## config.mk

```make
export PLATFORM = sky130hd
export DESIGN_NAME = zsr_scan
export DESIGN_NICKNAME = d
export VERILOG_FILES = /design/src/rtl/core/zsr_pkg.sv /design/src/rtl/core/zsr_scan.sv
export SDC_FILE = /design/constraint.sdc
export NUM_CORES = 1
export LEC_CHECK = 0
export ABC_AREA = 1
export BUFFER_PORTS_ARGS = -buffer_cell sky130_fd_sc_hd__buf_2
export CAP_MARGIN = 20
export CELL_PAD_IN_SITES_DETAIL_PLACEMENT = 1
export CELL_PAD_IN_SITES_GLOBAL_PLACEMENT = 1
export CORE_ASPECT_RATIO = 0.6
export CORE_UTILIZATION = 45
export DETAILED_ROUTE_END_ITERATION = 12
export PLACE_DENSITY = 0.91
export SYNTH_ARGS = -nofsm -noshare
export SYNTH_HDL_FRONTEND = slang
export SYNTH_SLANG_ARGS = --single-unit
export TNS_END_PERCENT = 10
```

## constraint.sdc

```tcl
create_clock -name clk -period 12.85 [get_ports clk]
set_clock_uncertainty 0.05 [all_clocks]
set_input_delay 0 -clock clk [delete_from_list [all_inputs] [get_ports clk]]
set_output_delay 0 -clock clk [all_outputs]
set_load 0.02 [all_outputs]
```

## src/rtl/core/zsr_pkg.sv

```systemverilog
package zsr_pkg;

  localparam int MAX_DIM     = 16;
  localparam int DIM_W       = $clog2(MAX_DIM + 1);
  localparam int IDX_W       = $clog2(MAX_DIM);
  localparam int STORE_DEPTH = MAX_DIM * MAX_DIM;
  localparam int ADDR_W      = $clog2(STORE_DEPTH);
  localparam int CNT_W       = $clog2(STORE_DEPTH + 1);
  localparam int VALUE_W     = 32;
  localparam int APB_DW      = 32;
  localparam int APB_AW      = 3;
  localparam int OUT_DW      = 40;

  localparam logic [DIM_W-1:0] ROW_COUNT_RESET    = DIM_W'(8);
  localparam logic [DIM_W-1:0] COLUMN_COUNT_RESET = DIM_W'(8);

  typedef enum logic {
    FUNC_LOAD = 1'b0,
    FUNC_EMIT = 1'b1
  } func_t;

  typedef enum logic {
    REG_ROW_COUNT    = 1'b0,
    REG_COLUMN_COUNT = 1'b1
  } reg_idx_t;

  typedef struct packed {
    logic [IDX_W-1:0] row;
    logic [IDX_W-1:0] column;
    logic             last;
  } scan_pos_t;

  function automatic logic [DIM_W-1:0] clamp_dim(input logic [DIM_W-1:0] v);
    logic [DIM_W-1:0] r;
    r = v;
    if (v == '0) r = DIM_W'(1);
    else if (v > DIM_W'(MAX_DIM)) r = DIM_W'(MAX_DIM);
    return r;
  endfunction

endpackage

```

## src/rtl/core/zsr_scan.sv

```systemverilog
module zsr_scan
  import zsr_pkg::*;
(
  input  logic              clk,
  input  logic              rst,
  input  logic              restart,
  input  logic              advance,
  input  logic [DIM_W-1:0]  rows,
  input  logic [DIM_W-1:0]  cols,
  output scan_pos_t         pos,
  output logic [ADDR_W-1:0] addr
);

  logic [IDX_W-1:0] row;
  logic [IDX_W-1:0] column;
  logic             moving_down;
  logic [IDX_W-1:0] row_next;
  logic [IDX_W-1:0] column_next;
  logic             moving_down_next;
  logic [IDX_W-1:0] end_row;
  logic [IDX_W-1:0] end_col;
  logic [IDX_W-1:0] cur_row;
  logic [IDX_W-1:0] cur_col;
  logic             cur_down;
  logic             last;
  logic [ADDR_W+DIM_W-1:0] lin;

  assign end_row = IDX_W'(rows - DIM_W'(1));
  assign end_col = IDX_W'(cols - DIM_W'(1));

  always_comb begin
    cur_row  = row;
    cur_col  = column;
    cur_down = moving_down;
    if (row > end_row || column > end_col) begin
      cur_row  = '0;
      cur_col  = '0;
      cur_down = 1'b0;
    end
  end

  assign last = (cur_row == end_row) && (cur_col == end_col);
  assign lin  = (ADDR_W+DIM_W)'(cur_row) * (ADDR_W+DIM_W)'(cols)
              + (ADDR_W+DIM_W)'(cur_col);
  assign addr = lin[ADDR_W-1:0];

  assign pos.row    = cur_row;
  assign pos.column = cur_col;
  assign pos.last   = last;

  always_comb begin
    row_next         = cur_row;
    column_next      = cur_col;
    moving_down_next = cur_down;
    if (last) begin
      row_next         = '0;
      column_next      = '0;
      moving_down_next = 1'b0;
    end else if (!cur_down) begin
      if (cur_col == end_col) begin
        row_next         = cur_row + IDX_W'(1);
        moving_down_next = 1'b1;
      end else if (cur_row == '0) begin
        column_next      = cur_col + IDX_W'(1);
        moving_down_next = 1'b1;
      end else begin
        row_next    = cur_row - IDX_W'(1);
        column_next = cur_col + IDX_W'(1);
      end
    end else begin
      if (cur_row == end_row) begin
        column_next      = cur_col + IDX_W'(1);
        moving_down_next = 1'b0;
      end else if (cur_col == '0) begin
        row_next         = cur_row + IDX_W'(1);
        moving_down_next = 1'b0;
      end else begin
        row_next    = cur_row + IDX_W'(1);
        column_next = cur_col - IDX_W'(1);
      end
    end
  end

  always_ff @(posedge clk) begin
    if (rst || restart) begin
      row         <= '0;
      column      <= '0;
      moving_down <= 1'b0;
    end else if (advance) begin
      row         <= row_next;
      column      <= column_next;
      moving_down <= moving_down_next;
    end
  end

endmodule

```

# Word level (Yosys, flattened, before mapping)
# Index checks and enable logic that the tools add are counted.
totals:
  in_bits: 14
  register_bits: 9
  out_inout_bits: 17
op_classes:
  n_eq_ne: 2
  n_reduce_logical: 5
  mul: 1
  order_cmp: 2
  mux: 19
  n_addsub: 7
op_table:
  columns: ["cell", "n"]
  rows:
  - ["$mux 4", 12]
  - ["$sub 4x1->4 const B", 4]
  - ["$add 4x1->4 const B", 2]
  - ["$add 8x4->8", 1]
  - ["$eq 4x4->1", 2]
  - ["$gt 4x4->1", 2]
  - ["$logic_not 4->1", 2]
  - ["$mul 4x5->8", 1]
  - ["$mux 1", 7]
  - ["$logic_or 1x1->1", 2]
  - ["$logic_and 1x1->1", 1]

# Depth between registers and ports, before layout
logic_depth:
  depth_word: 9
  depth_mapped: 25
  depth_no_buf: 24

# Worst setup path after synthesis
# No wires, ideal clock.
synth_timing:
  path_kind: "input to output"
  from: "in rows[0]"
  to: "out addr[7]"
  arrival_ns: 4.472
  setup_slack_ns: 8.328
  stages: 24
  required_time_ns: 12.800
  n_path_buf: 0
  cell_sequence: "inv_1 > ha_1 > xnor2_1 > ha_1 > nand2_1 > inv_2 > nand2_1 > nand2_2 > nand2_4 > nand3_1 > inv_1 > nand2_1 > fa_1 > fa_1 > fa_1 > inv_1 > ha_1 > inv_1 > o31ai_1 > nand2_1 > nand2_1 > a21oi_1 > xnor2_1 > xor2_1"
synth_rtl:
  columns: ["item", "line", "source"]
  rows:
  - ["start, declared", "zsr_scan.sv:8", "input logic [DIM_W-1:0] rows,"]
  - ["end, declared", "zsr_scan.sv:11", "output logic [ADDR_W-1:0] addr"]

# Worst setup path in the final report
layout_timing:
  from: "in cols[0]"
  to: "out addr[7]"
layout_via:
  elab_chain_cells: 6
  word_cells_on_any_way: 7
  classes_between: "2 x add/sub; 1 x mul; 1 x order compare; 2 x mux; 1 x reduce/logical"
layout_lines:
  columns: ["item", "line", "source"]
  rows:
  - ["start, declared", "zsr_scan.sv:9", "input logic [DIM_W-1:0] cols,"]
  - ["$sub 4x1->4", "zsr_scan.sv:29", "assign end_col = IDX_W'(cols - DIM_W'(1));"]
  - ["$gt 4x4->1", "zsr_scan.sv:35", "if (row > end_row || column > end_col) begin"]
  - ["$logic_or 1x1->1", "zsr_scan.sv:35", null]
  - ["$mux 4", "zsr_scan.sv:35", null]
  - ["$mul 4x5->8", "zsr_scan.sv:43", "assign lin = (ADDR_W+DIM_W)'(cur_row) * (ADDR_W+DIM_W)'(cols)"]
  - ["$add 8x4->8 (*)", "zsr_scan.sv:44", "+ (ADDR_W+DIM_W)'(cur_col);"]
# Every way passes the cells marked *; elsewhere a longest branch is shown, timed or not.

==> qor.csv <==
metric;value;unit
ant diodes;0;
post-synthesis simple-gate area fraction;0.463;
Seq pwr share;0.223;
Clock transition at path regs;0.05;ns
GP Congestion;0.852;
Final setup viols;0;
Power Internal;0.0749;mW
Largest delay share family, worst path;adder cells;
# fillers;670;
Pins Over Slew Limit;0;
RSZ-0062 raised after global routing;false;
Crit path largest cell delay;0.53;ns
WL/cell;15.0;um
final worst-path cycle share;0.436;
fin nets;414;
leakage power;1.38;nW
Synth Area in Compound Gates;0.0549;
pin count of the biggest net entering global routing;19;
reg2reg setup slack;9.89;ns
Worst-Margin Slew;0.563;ns
via total after detailed routing;2300;
Hold EP;column[2]$_SDFFE_PP0P_;
CP arrival;5.55;ns
total of max-cap violations;0;
Routed WL;6.35;mm
sequential cell area;180;um^2
Vias/cell;5.44;
1st-pass router iterations;4;
drt drc;0;
Setup TNS;0;ns
Post-Synthesis Cell Area;2230;um^2
top-area cell type share of the netlist area;0.174;
Boundary Pins;31;
Comb power frac;0.540;
Mapped Cells;332;
maximum VDD drop;0.0554;mV
htree depth;1;
layout cells sized above 1;0.183;
CTS tree;built;
fin cells;423;
main combinational cell family by area after synthesis;simple AND/OR/NAND/NOR gates;
WP buf/inv;7;
most frequent cells in the layout;nand2_1, inv_1, nand3_1, ha_1, buf_2;
crit path kind;primary input to primary output;
Critical R2R Launch;column[2]$_SDFFE_PP0P_;
Port Buffers;29;
Die Ht;56.6;um
Reg-to-Reg End;row[2]$_SDFFE_PP0P_;
total CTS buffers;3;
total gr overflow;0;
Synthesized Nets;385;
hpwl dp;5.31;mm
Clk Tree Root Cell;clkbuf_8;
Longest Clk Path Bufs;2;
hold_ws;0.100;ns
XOR/XNOR Fraction of Synth Area;0.0549;
area occupied by multi-input gates;1830;um^2
core footprint;4660;um^2
CP required;12.80;ns
vias in the first global route;2343;
Crit path top cell by count;nand2_1;
yosys warns;0;
Final ANT Viol Nets;0;
Inst Count DP;419;
FMAX;0.179;GHz
post-CTS sizing;0;
Layout area overhead;10.3;%
Min-Delay Path Depth;3;
Die Wd;93.0;um
slowest CP cell;fa_1;
worst relative slew slack;0.624;
Hold WC Path Type;primary input to register;
Power Dens Cells;55.8;nW/um^2
outcome;finished clean;
CTS hold repair buffers;0;
sequential-to-total area share from yosys stat;0.0806;
postcts setup bufs;0;
row count;19;
DR iter-0 viols;82;
Yosys cell types;31;
Clock power frac;0.236;
initial antenna violation count;0;
commonest non-fill, non-tap cell in the layout;nand2_1;
crit path launch;cols[0];
Worst Setup End Kind;primary output;
clk_lat worst skew;0.23;ns
HP Start;rst;
synthesized-area fraction occupied by adder cells;0.245;
endpoints failing hold;0;
mux share of post-synthesis cell area;0;
Reg2Reg Depth;15;
first-pass GRT wire length;11.0;mm
Synth area leaders;ha_1, nand2_1, nand3_1;
total net switching power;0.0626;mW
Synth Register Bits;9;
crit-path max FO;18;
Power, Total;0.138;mW
Tot GR Track Use;0.261;
post-synthesis area per instance;6.73;um^2
Yosys top cell by area;ha_1;
CTS Sinks;9;
crit path launch type;primary input;
Period minus WS final;5.60;ns
Switching Fraction;0.455;
die area;5260;um^2
Initial Util;0.480;
metrics by stage:
| step | instance area (um^2) | utilization | setup WS (ns) |
|---|---|---|---|
| after floorplan | 2230 | - | 8.33 |
| after global placement | 2420 | 0.519 | 7.50 |
| after detailed placement | 2420 | 0.519 | 7.31 |
| after CTS | 2460 | 0.529 | 7.26 |
| after global routing | 2460 | 0.529 | 6.84 |
| final | 2460 | 0.529 | 7.25 |
logic make-up (layout without fill, tap and decap cells):
| kind of cell | after synthesis | in the layout |
|---|---|---|
| adders and majority gates | 39 | 39 |
| DFF | 9 | 9 |
| buffers and inverters | 55 | 83 |
| xor gates and xnor gates | 14 | 14 |
| AOI/OAI and AO/OA | 23 | 23 |
| and+or+nand+nor | 192 | 192 |
flip-flops by register name, indices dropped and copies added (netlist names):
register and flops:
column 4, row 4, moving_down 1
Yosys cell counts, drive strengths merged:
cell	instances
nor2	28
dfxtp	9
a21oi	14
inv	48
xor2	4
nand2	99
nand4	9
nand3	50
nor3	2
o21ai	6
nand3b	3
buf	5
clkinv	2
o21bai	1
o211ai	1
fa	8
o31ai	1
xnor2	10
or2	1
ha	31
worst max-delay path by stage:
stage,to,cells after the start
detailed placement,addr[7],26
global placement,addr[7],26
CTS,addr[7],26
floorplan,addr[7],24
finish,addr[7],26
global route,addr[7],26
power by group through the flow:
stage                     Sequential [mW]  Combinational, mW  Clock [mW]
final                              0.0307             0.0744      0.0325
after global routing               0.0308             0.0829      0.0360
after CTS                          0.0307             0.0745      0.0335
after detailed placement           0.0312             0.0742           0
after global placement             0.0312             0.0702           0
after floorplan                    0.0306             0.0575           0
cell type report:
class | instances | share of cell area
clock buffer | 4 | 0.0183
multi-input combinational | 268 | 0.742
sequential | 9 | 0.0731
inverter | 50 | 0.0761
tap | 63 | 0.0320
timing repair buffer | 29 | 0.0589
layer usage:
layer  vias up  routed length [um]  part of all wire  global-route usage
li1       1135                   -                 -                   -
met1      1132                3230              0.51               0.368
met2        33                2960              0.47               0.453
met3         0                 165             0.026              0.0325
met4         0                   0                 0             0.00220
met5         -                   0                 0                   0
worst register-to-register path: cells and delay by family (launching register included):
kind | cells | cell delay [ns]
AND/OR/NAND/NOR | 12 | 1.92
flip-flops | 1 | 0.48
adder cells (fa/ha/maj) | 1 | 0.28
AO/OA/AOI/OAI | 1 | 0.06
buffers and inverters | 1 | 0.04
(Power assumes the default switching activity.)
